File: config.mk
export PLATFORM = sky130hd
export DESIGN_NAME = lcvc_front
export DESIGN_NICKNAME = d
export VERILOG_FILES = /design/src/hw/rtl/lcvc_pkg.sv /design/src/hw/rtl/lcvc_front.sv
export SDC_FILE = /design/constraint.sdc
export NUM_CORES = 1
export LEC_CHECK = 0
export BUFFER_PORTS_ARGS = -buffer_cell sky130_fd_sc_hd__clkbuf_2
export CORE_ASPECT_RATIO = 0.7
export CORE_MARGIN = 2
export CORE_UTILIZATION = 56
export CTS_CLUSTER_SIZE = 24
export DETAILED_ROUTE_END_ITERATION = 10
export GPL_ROUTABILITY_DRIVEN = 0
export GPL_TIMING_DRIVEN = 0
export HOLD_SLACK_MARGIN = 0.08
export PLACE_DENSITY = 0.76
export REMOVE_ABC_BUFFERS = 1
export SLEW_MARGIN = 20
export SYNTH_ARGS = -nofsm -noshare
export SYNTH_HDL_FRONTEND = slang
export SYNTH_SLANG_ARGS = --single-unit
File: constraint.sdc
create_clock -name clk_i -period 13.2 [get_ports clk_i]
set_input_delay 2.64 -clock clk_i [delete_from_list [all_inputs] [get_ports clk_i]]
set_output_delay 2.64 -clock clk_i [all_outputs]
set_load 0.005 [all_outputs]
File: src/hw/rtl/lcvc_pkg.sv
package lcvc_pkg;

  localparam int SampleBits = 24;
  localparam int NetBits    = SampleBits + 1;
  localparam int AccBits    = 40;
  localparam int SpeedBits  = 24;

  localparam logic [2:0] RegForceScale  = 3'd0;
  localparam logic [2:0] RegInverseDrag = 3'd1;
  localparam logic [2:0] RegCoefB0      = 3'd2;
  localparam logic [2:0] RegCoefB1      = 3'd3;
  localparam logic [2:0] RegCoefB2      = 3'd4;
  localparam logic [2:0] RegCoefA1      = 3'd5;
  localparam logic [2:0] RegCoefA2      = 3'd6;
  localparam logic [2:0] RegSmoothAlpha = 3'd7;

  localparam logic signed [SampleBits-1:0] TareReset = SampleBits'(142739);
  localparam logic signed [AccBits-1:0] Sat40Max = {1'b0, {(AccBits-1){1'b1}}};
  localparam logic signed [AccBits-1:0] Sat40Min = {1'b1, {(AccBits-1){1'b0}}};

  typedef struct packed {
    logic signed [SampleBits-1:0] raw;
    logic signed [NetBits-1:0]    net;
    logic                         tared;
  } front_word_t;

  typedef struct packed {
    logic [31:0] force_scale;
    logic [31:0] inverse_drag;
    logic signed [31:0] b0;
    logic signed [31:0] b1;
    logic signed [31:0] b2;
    logic signed [31:0] a1;
    logic signed [31:0] a2;
    logic [15:0] alpha;
  } cfg_t;

  function automatic logic signed [AccBits-1:0] sat40(input logic signed [71:0] x);
    logic signed [71:0] mx;
    logic signed [71:0] mn;
    mx = 72'(Sat40Max);
    mn = 72'(Sat40Min);
    if (x > mx) return Sat40Max;
    if (x < mn) return Sat40Min;
    return x[AccBits-1:0];
  endfunction

endpackage

File: src/hw/rtl/lcvc_front.sv
module lcvc_front import lcvc_pkg::*; (
  input  logic                         clk_i,
  input  logic                         rst_ni,
  input  logic                         in_valid_i,
  output logic                         in_ready_o,
  input  logic signed [SampleBits-1:0] sample_i,
  input  logic                         button_i,
  input  logic                         zero_i,
  output logic                         fw_valid_o,
  input  logic                         fw_ready_i,
  output front_word_t                  fw_o
);

  logic signed [SampleBits-1:0] hist_q [3];
  logic signed [SampleBits-1:0] hist_d [3];
  logic [1:0] cnt_q, cnt_d, pos_q, pos_d;
  logic prev_q;
  logic signed [SampleBits-1:0] tare_q, tare_d;
  logic valid_q;
  front_word_t word_q, word_d;
  logic signed [SampleBits-1:0] a, b, c, t, raw;
  logic tare;
  logic acc;

  assign in_ready_o = !valid_q || fw_ready_i;
  assign acc = in_valid_i && in_ready_o;
  assign fw_valid_o = valid_q;
  assign fw_o = word_q;

  always_comb begin
    hist_d = hist_q;
    hist_d[pos_q] = sample_i;
    pos_d = (pos_q == 2'd2) ? 2'd0 : pos_q + 2'd1;
    cnt_d = (cnt_q == 2'd3) ? cnt_q : cnt_q + 2'd1;
    t = '0;
    a = hist_d[0];
    b = hist_d[1];
    c = hist_d[2];
    if (a > b) begin
      t = a; a = b; b = t;
    end
    if (b > c) begin
      b = c;
    end
    if (a > b) begin
      b = a;
    end
    raw = (cnt_d == 2'd3) ? b : sample_i;
    tare = (prev_q && !button_i) || zero_i;
    tare_d = tare ? raw : tare_q;
    if (tare) begin
      hist_d[0] = '0;
      hist_d[1] = '0;
      hist_d[2] = '0;
      cnt_d = '0;
      pos_d = '0;
    end
    word_d.raw   = raw;
    word_d.net   = NetBits'(raw) - NetBits'(tare_d);
    word_d.tared = tare;
  end

  always_ff @(posedge clk_i or negedge rst_ni) begin
    if (!rst_ni) begin
      hist_q <= '{default: '0};
      cnt_q <= '0;
      pos_q <= '0;
      prev_q <= 1'b1;
      tare_q <= TareReset;
      valid_q <= 1'b0;
    end else begin
      if (acc) begin
        hist_q <= hist_d;
        cnt_q <= cnt_d;
        pos_q <= pos_d;
        prev_q <= button_i;
        tare_q <= tare_d;
        valid_q <= 1'b1;
      end else if (fw_ready_i) begin
        valid_q <= 1'b0;
      end
    end
  end

  always_ff @(posedge clk_i) begin
    if (acc) begin
      word_q <= word_d;
    end
  end

endmodule

==> out/qor.tcl, run 1 <==
set qor(run_status) {complete, no violations}
set qor(period_share_pct) 98.2
set qor(detailed_route_wire_length_per_cell_um) 19.3
set qor(clkSlewWorstSetupHoldPaths_ns) 0.07
set qor(setup.worst_path.start_class) {primary input}
set qor(grt_util_all_layers_pct) 28.8
set qor(htree_levels) 4
set qor(area_leader_netlist) {sky130_fd_sc_hd__dfrtp_1}
set qor(fin_hold_ws_ns) 0.481
set qor(r2r_cells) 54
set qor(post-route-drc-count) 0
set qor(avgViaCountPerCell) 6.26
set qor(std_cell_rows) 43
set qor(final_critical_path_setup_slack_ns) 0.232
set qor(drive_above_1_share_pct) 21.0
set qor(timing.rr.end) {fw_o[23]$_DFFE_PP_}
set qor(ant_nets) 0
set qor(timing.final.hold_violations) 0
set qor(cts_buffer_depth) 2
set qor(synth_top_flop_cell) {sky130_fd_sc_hd__dfrtp_1}
set qor(n_antenna_cell) 0
set qor(clock.fmax_mhz) 77.1
set qor(report.final.setup_viol) 0
set qor(synth-edff-count) 50
set qor(hold_path_class) {reg2reg}
set qor(asyncSetResetFlopFracSynth_pct) 67.1
set qor(synthTopCellsByArea) {sky130_fd_sc_hd__dfrtp_1, sky130_fd_sc_hd__edfxtp_1, sky130_fd_sc_hd__mux2i_1}
set qor(cp_slowest_cell) {sky130_fd_sc_hd__o31ai_2}
set qor(first_pass_iters) 6
set qor(gr-total-overflow) 0
set qor(totalWireLength_um) 31600
set qor(worst-endpoint-arrival_ns) 13.21
set qor(path_buf_inv) 8
set qor(floorplan.die.width_um) 173
set qor(timing.critical_path.required_ns) 13.44
set qor(io_buffer_count) 81
set qor(period_needed_ns) 12.97
set qor(clockRootBuffer) {sky130_fd_sc_hd__clkbuf_16}
set qor(areaGrowthSynthToFinish_pct) 18.5
set qor(dp.cells) 1562
set qor(antenna_found_initial) 1
set qor(fill_cells) 1503
set qor(critical_path.top_delay_family) {compound AO/OA/AOI/OAI gates}
set qor(routed-via-count) 10231
set qor(synth_top_area_share_pct) 20.4
set qor(min_delay_path_depth) 2
set qor(worstMarginPinSlew_ns) 0.980
set qor(die_area_um2) 21300
set qor(mostFrequentLayoutCells) {sky130_fd_sc_hd__nand2_1, sky130_fd_sc_hd__o21ai_0, sky130_fd_sc_hd__nor2_1}
set qor(setup_total_negative_slack_ns) 0
set qor(muxShareOfSynthArea_pct) 11.5
set qor(cts_tree) {yes}
set qor(grt_first_pass_wirelength_um) 48800
set qor(layout.cells.most_common) {sky130_fd_sc_hd__nand2_1}
set qor(pre_cts_slack_ns) -2.30
set qor(multiInputGateArea_um2) 7160
set qor(critPathMostFrequentCell) {sky130_fd_sc_hd__ha_1}
set qor(synthSimpleGateAreaFrac_pct) 15.4
set qor(hold_path.startpoint) {hist_q[9]$_DFFE_PN0P_}
set qor(synth_cell_types) 94
set qor(synthCells) 1275
set qor(synth_area_per_cell_um2) 8.83
set qor(initial_core_util_pct) 57.0
set qor(hpwl_um) 20700
set qor(criticalPathCategory) {in2reg}
set qor(via_count_of_the_first_global_routing_pass) 9363
set qor(grt_start_max_net_pins) 73
set qor(synth.yosys.seq_area_share_pct) 36.1
set qor(min_to) {hist_q[9]$_DFFE_PN0P_}
set qor(io-pin-count) 82
set qor(endpoint_kind) {flop}
set qor(holdBufCountCts) 0
set qor(finish.cell_count_without_fillers) 1635
set qor(syn_area_um2) 11300
set qor(setup_skew_ns) 0.00921
set qor(number_of_violations_reported_at_the_end_of_detailed_routing_iteration_0) 1280
set qor(count_of_warnings_emitted_by_yosys) 0
set qor(origin_of_the_critical_flop_to_flop_path) {pos_q[0]$_DFFE_PN0P_}
set qor(synth_xor_area_share_pct) 2.26
set qor(worstPathMaxFanout) 7
set qor(cts_made_buffers) 17
set qor(clock_latency_ns) 0.44
set qor(critical_path.max_stage_delay_ns) 0.56
set qor(cts_sinks) 152
set qor(core_region_area_um2) 19700
set qor(final_nets) 1458
set qor(die_height_um) 123
set qor(timing.slew.headroom_pct) 34.0
set qor(synthAdderAreaFrac_pct) 8.99
set qor(synth_seq_cells) 152
set qor(timing_max_transition_violations_final) 0
set qor(seqCellArea_um2) 4070
set qor(max_cap_violations) 0
set qor(r2r_slack_ns) 0.87
set qor(synth_compound_gate_area_share_pct) 20.6
set qor(synth_top_family_by_area) {compound AO/OA/AOI/OAI gates}
==> registers in the layout (all words and copies together) (netlist names) <==
| name | count |
|---|---|
| hist_q | 72 |
| pos_q | 2 |
| tare_q | 24 |
| cnt_q | 2 |
| fw_valid_o | 1 |
| fw_o | 50 |
| prev_q | 1 |
==> cell usage after synthesis (7+ instances only) <==
cell type                    n
sky130_fd_sc_hd__nand2_1   158
sky130_fd_sc_hd__o21ai_0   134
sky130_fd_sc_hd__mux2i_1   108
sky130_fd_sc_hd__nor2_1    105
sky130_fd_sc_hd__a21oi_1    96
sky130_fd_sc_hd__dfrtp_1    92
sky130_fd_sc_hd__ha_1       76
sky130_fd_sc_hd__inv_1      64
sky130_fd_sc_hd__edfxtp_1   50
sky130_fd_sc_hd__clkbuf_1   43
sky130_fd_sc_hd__xnor2_1    22
sky130_fd_sc_hd__nand3_1    20
sky130_fd_sc_hd__nor3_1     17
sky130_fd_sc_hd__buf_1      16
sky130_fd_sc_hd__nand4_1    16
sky130_fd_sc_hd__mux2_2     15
sky130_fd_sc_hd__nand2b_1   14
sky130_fd_sc_hd__a21o_1     13
sky130_fd_sc_hd__nor2b_1    13
sky130_fd_sc_hd__buf_2      11
sky130_fd_sc_hd__dfstp_2    10
sky130_fd_sc_hd__o211ai_1    9
sky130_fd_sc_hd__and2_1      7
sky130_fd_sc_hd__o21ai_1     7
sky130_fd_sc_hd__o31ai_1     7
sky130_fd_sc_hd__xor2_1      7
==> layout make-up <==
cell class              count  share of cell area [%]
well taps                 270                    2.53
flip-flops and latches    152                    30.5
repair buffers            129                    7.03
clock buffers              21                    3.53
multi-input cells         984                    53.6
clock inverters            11                   0.853
inverters                  68                    1.96
==> cells by family after synthesis <==
logic type | count (synthesis)
fa+ha+maj | 82
flops | 152
buf+inv | 143
simple gates | 385
xor+xnor | 29
compound gates | 358
mux | 126
==> how the worst max path moves through the flow <==
| stage | from | endpoint | cells past startpoint | slack [ns] |
|---|---|---|---|---|
| 6_report | sample_i[19] | fw_o[23]$_DFFE_PP_ | 53 | 0.23 |
| 5_1_grt | sample_i[17] | fw_o[23]$_DFFE_PP_ | 54 | -0.29 |
| 4_1_cts | sample_i[21] | fw_o[23]$_DFFE_PP_ | 57 | 0.03 |
| 3_5_place_dp | sample_i[23] | fw_o[23]$_DFFE_PP_ | 53 | -2.30 |
| 3_3_place_gp | pos_q[1]$_DFFE_PN0P_ | fw_o[24]$_DFFE_PP_ | 50 | -7.28 |
| 2_1_floorplan | sample_i[23] | fw_o[23]$_DFFE_PP_ | 49 | -2.14 |
==> per-stage QoR <==
stage | utilization [%] | cell area (um2)
final | 67.6 | 13300
after CTS | 64.9 | 12800
after global routing | 67.6 | 13300
after detailed placement | 60.7 | 12000
after global placement | 59.2 | 11700
after floorplan | - | 10900
==> worst min-delay path, cell delays in order, from the launching register on <==
cell and delay (ns):
sky130_fd_sc_hd__dfrtp_1 0.34, sky130_fd_sc_hd__nand2_1 0.05, sky130_fd_sc_hd__o21ai_0 0.06
==> repair_timing <==
item	CTS	global route
pin swaps	6	33
endpoints found under the setup margin	23	19
setup buffers	11	27
resized for setup	20	64
gates cloned	3	1
==> layer usage <==
metal	vias to the layer above	share of wire, %	track usage, %
li1	4783	-	-
met1	4891	45	41.2
met4	0	2.5	9.69
met3	80	9.0	6.07
met5	-	0	0
met2	477	44	43.9
Power of run 1 is not shown: default switching activity piles up to over one toggle a cycle in this logic, so the estimate is an artifact.
==> inputs of run 2 (changes only) <==
--- a/config.mk
+++ b/config.mk
@@ -5,6 +5,7 @@
 export SDC_FILE = /design/constraint.sdc
 export NUM_CORES = 1
 export LEC_CHECK = 0
+export ABC_AREA = 1
 export BUFFER_PORTS_ARGS = -buffer_cell sky130_fd_sc_hd__clkbuf_2
 export CORE_ASPECT_RATIO = 0.7
 export CORE_MARGIN = 2
==> out/qor.tcl, run 2 <==
set qor(grt_start_max_net_pins) 78 ;# +6.8%
set qor(htree_levels) 4 ;# unchanged
set qor(synth_top_area_share_pct) 19.6 ;# -0.83 points
set qor(cp_slowest_cell) {sky130_fd_sc_hd__inv_1}
set qor(io-pin-count) 82 ;# unchanged
set qor(max_cap_violations) 0 ;# unchanged
set qor(synthAdderAreaFrac_pct) 8.10 ;# -0.89 points
set qor(setup_total_negative_slack_ns) 0 ;# unchanged
set qor(layout.cells.most_common) {sky130_fd_sc_hd__nand2_1}
set qor(synth-edff-count) 50 ;# unchanged
set qor(timing_max_transition_violations_final) 0 ;# unchanged
set qor(run_status) {complete, no violations}
set qor(die_area_um2) 22100 ;# +4.1%
set qor(clkSlewWorstSetupHoldPaths_ns) 0.07 ;# about the same
set qor(areaGrowthSynthToFinish_pct) 10.7
set qor(number_of_violations_reported_at_the_end_of_detailed_routing_iteration_0) 1200 ;# -6.3%
set qor(synth_cell_types) 44 ;# -53%
set qor(dp.cells) 1995 ;# +28%
set qor(top_register) {hist_q}
set qor(mostFrequentLayoutCells) {sky130_fd_sc_hd__nand2_1, sky130_fd_sc_hd__inv_1, sky130_fd_sc_hd__o21ai_0}
set qor(timing.critical_path.required_ns) 13.40 ;# -0.04 ns
set qor(cts_tree) {yes}
set qor(grt_first_pass_wirelength_um) 52800 ;# +8.1%
set qor(endpoint_kind) {flop}
set qor(post-route-drc-count) 0 ;# unchanged
set qor(hold_path_class) {reg2reg}
set qor(post-synth-top-count-cell) {sky130_fd_sc_hd__nand2_1}
set qor(criticalPathCategory) {in2reg}
set qor(final_nets) 1845 ;# +27%
set qor(setup_skew_ns) 0.00880 ;# -0.000411 ns
set qor(period_share_pct) 94.1 ;# -4.1 points
set qor(finish.cell_count_without_fillers) 2028 ;# +24%
set qor(timing.final.hold_violations) 0 ;# unchanged
set qor(floorplan.die.width_um) 177 ;# +2.0%
set qor(std_cell_rows) 44 ;# +2.3%
set qor(grt_util_all_layers_pct) 30.0 ;# +1.2 points
set qor(clockRootBuffer) {sky130_fd_sc_hd__clkbuf_16}
set qor(avgViaCountPerCell) 5.71 ;# -8.8%
set qor(cts_buffer_depth) 2 ;# unchanged
set qor(synth_compound_gate_area_share_pct) 15.8 ;# -4.9 points
set qor(count_of_warnings_emitted_by_yosys) 0 ;# unchanged
set qor(clock.fmax_mhz) 80.5 ;# +4.4%
set qor(die_height_um) 125 ;# +2.0%
set qor(critPathMostFrequentCell) {sky130_fd_sc_hd__nand2_1}
set qor(synth_top_family_by_area) {simple AND/OR/NAND/NOR gates}
set qor(syn_area_um2) 11700 ;# +4.2%
set qor(ant_nets) 0 ;# unchanged
set qor(drive_above_1_share_pct) 13.2 ;# -7.8 points
set qor(first_pass_iters) 6 ;# unchanged
set qor(routed-via-count) 11578 ;# +13%
set qor(io_buffer_count) 81 ;# unchanged
set qor(via_count_of_the_first_global_routing_pass) 10439 ;# +11%
set qor(core_region_area_um2) 20600 ;# +4.6%
set qor(initial_core_util_pct) 56.8 ;# -0.18 points
set qor(totalWireLength_um) 32700 ;# +3.4%
set qor(period_needed_ns) 12.42 ;# -0.547 ns
set qor(gr-total-overflow) 0 ;# unchanged
set qor(worstMarginPinSlew_ns) 1.14 ;# +0.156 ns
set qor(final_critical_path_setup_slack_ns) 0.779 ;# +0.547 ns
set qor(cts_sinks) 152 ;# unchanged
set qor(muxShareOfSynthArea_pct) 0 ;# -11 points
set qor(synth_xor_area_share_pct) 0.746 ;# -1.5 points
set qor(netlist_top_cells_count) {sky130_fd_sc_hd__nand2_1, sky130_fd_sc_hd__inv_1, sky130_fd_sc_hd__o21ai_0}
set qor(critical_path.max_stage_delay_ns) 0.44 ;# -0.12 ns
set qor(cts_made_buffers) 17 ;# unchanged
set qor(antenna_found_initial) 0 ;# -1
set qor(worst-endpoint-arrival_ns) 12.62 ;# -0.59 ns
set qor(synth_seq_cells) 152 ;# unchanged
set qor(asyncSetResetFlopFracSynth_pct) 67.1 ;# unchanged
set qor(synth.yosys.seq_area_share_pct) 34.7 ;# -1.5 points
set qor(hpwl_um) 23500 ;# +14%
set qor(cts.repair_timing.setup_buffer_count) 0 ;# -11
set qor(synthSimpleGateAreaFrac_pct) 29.8 ;# +14 points
set qor(report.final.setup_viol) 0 ;# unchanged
set qor(n_antenna_cell) 0 ;# unchanged
set qor(synth_top_flop_cell) {sky130_fd_sc_hd__dfrtp_1}
set qor(timing.slew.headroom_pct) 24.2 ;# -9.8 points
set qor(pre_cts_slack_ns) -0.759 ;# +1.54 ns
set qor(grt_setup_unrepaired) {no}
set qor(synthCells) 1705 ;# +34%
set qor(clock_latency_ns) 0.44 ;# about the same
set qor(detailed_route_wire_length_per_cell_um) 16.1 ;# -17%
set qor(worstPathMaxFanout) 46 ;# +39
set qor(synth_area_per_cell_um2) 6.88 ;# -22%
set qor(largest_register_ffs) 72 ;# unchanged
set qor(synthTopCellsByArea) {sky130_fd_sc_hd__dfrtp_1, sky130_fd_sc_hd__nand2_1, sky130_fd_sc_hd__edfxtp_1}
set qor(post-route-util_pct) 62.9 ;# -4.6 points
set qor(area_leader_netlist) {sky130_fd_sc_hd__dfrtp_1}
set qor(setup.worst_path.start_class) {primary input}
## run 2: changes by cell type in the layout (fill, tap and decap cells not counted), moves of 21 or more
cell                      previous run  this run
sky130_fd_sc_hd__xnor2_1            22         1
sky130_fd_sc_hd__o22ai_1             6        51
sky130_fd_sc_hd__nand2_1           152       503
sky130_fd_sc_hd__a21oi_1            90        63
sky130_fd_sc_hd__mux2i_1            96         0
sky130_fd_sc_hd__nand4_1            16        42
sky130_fd_sc_hd__inv_1              61       234
sky130_fd_sc_hd__nand2_2             4        34
sky130_fd_sc_hd__o21ai_0           130       210
sky130_fd_sc_hd__nand3_1            19        81
sky130_fd_sc_hd__nor2_1            100        71
sky130_fd_sc_hd__buf_4              35         0
## run 2: final timing paths
path	slack (ns)	depth (start not counted)	startpoint	to
hold / removal	0.48	2	tare_q[4]$_DFFE_PN1P_	tare_q[4]$_DFFE_PN1P_
setup reg to reg	1.84	47	pos_q[0]$_DFFE_PN0P_	fw_o[20]$_DFFE_PP_
hold reg to reg	0.48	2	tare_q[4]$_DFFE_PN1P_	tare_q[4]$_DFFE_PN1P_
max in group asynchronous	10.41	2	rst_ni	tare_q[17]$_DFFE_PN1P_
setup / recovery	0.78	52	sample_i[23]	fw_o[20]$_DFFE_PP_
min in group asynchronous	2.08	1	rst_ni	hist_q[24]$_DFFE_PN0P_
## run 2: kinds of logic (layout without fill, tap and decap cells)
logic type      Yosys count  count (layout)
compound gates          348             348
simple gates            792             793
buf+inv                 327             373
fa+ha+maj                76              76
xor+xnor                 10              10
flops                   152             152
## run 2: area by class of cell
class	instances	area, um2
clock buffer	18	429
clock inverter	14	165
fill	1831	7650
inverter	254	970
multi-input combinational	1227	6450
sequential	152	4070
tap	276	345
timing repair buffer	87	572
## run 2: critical path: cells and delay by family
| family | cells | cell delay (ns) |
|---|---|---|
| and+or+nand+nor | 27 | 4.51 |
| AOI/OAI and AO/OA | 12 | 2.26 |
| buffers and inverters | 9 | 1.67 |
| adders and majority gates | 4 | 1.49 |
## run 2: what timing repair did
| action | 4_1_cts | 5_1_grt |
|---|---|---|
| pin swaps | 0 | 2 |
| endpoints found under the hold margin | 0 | 0 |
| gates cloned | 0 | 1 |
| endpoints found under the setup margin | 12 | 21 |
| gates resized for setup | 2 | 5 |
| hold buffers | 0 | 0 |
## run 2: metal layers
| layer | up-vias | share of wire, % | track usage (%) |
|---|---|---|---|
| met1 | 5351 | 45 | 43.7 |
| li1 | 5654 | - | - |
| met5 | - | 0 | 0 |
| met2 | 513 | 43 | 44.8 |
| met3 | 60 | 9.3 | 5.50 |
| met4 | 0 | 2.3 | 10.4 |
## run 2: per-stage QoR
| stage | area [um2] | hold WS (ns) |
|---|---|---|
| 2_1_floorplan | 11400 | 0.448 |
| 3_3_place_gp | 12200 | 0.463 |
| 3_5_place_dp | 12400 | 0.469 |
| 4_1_cts | 13000 | 0.480 |
| 5_1_grt | 13000 | 0.507 |
| 6_report | 13000 | 0.479 |
Power of run 2 is left out for the same reason.
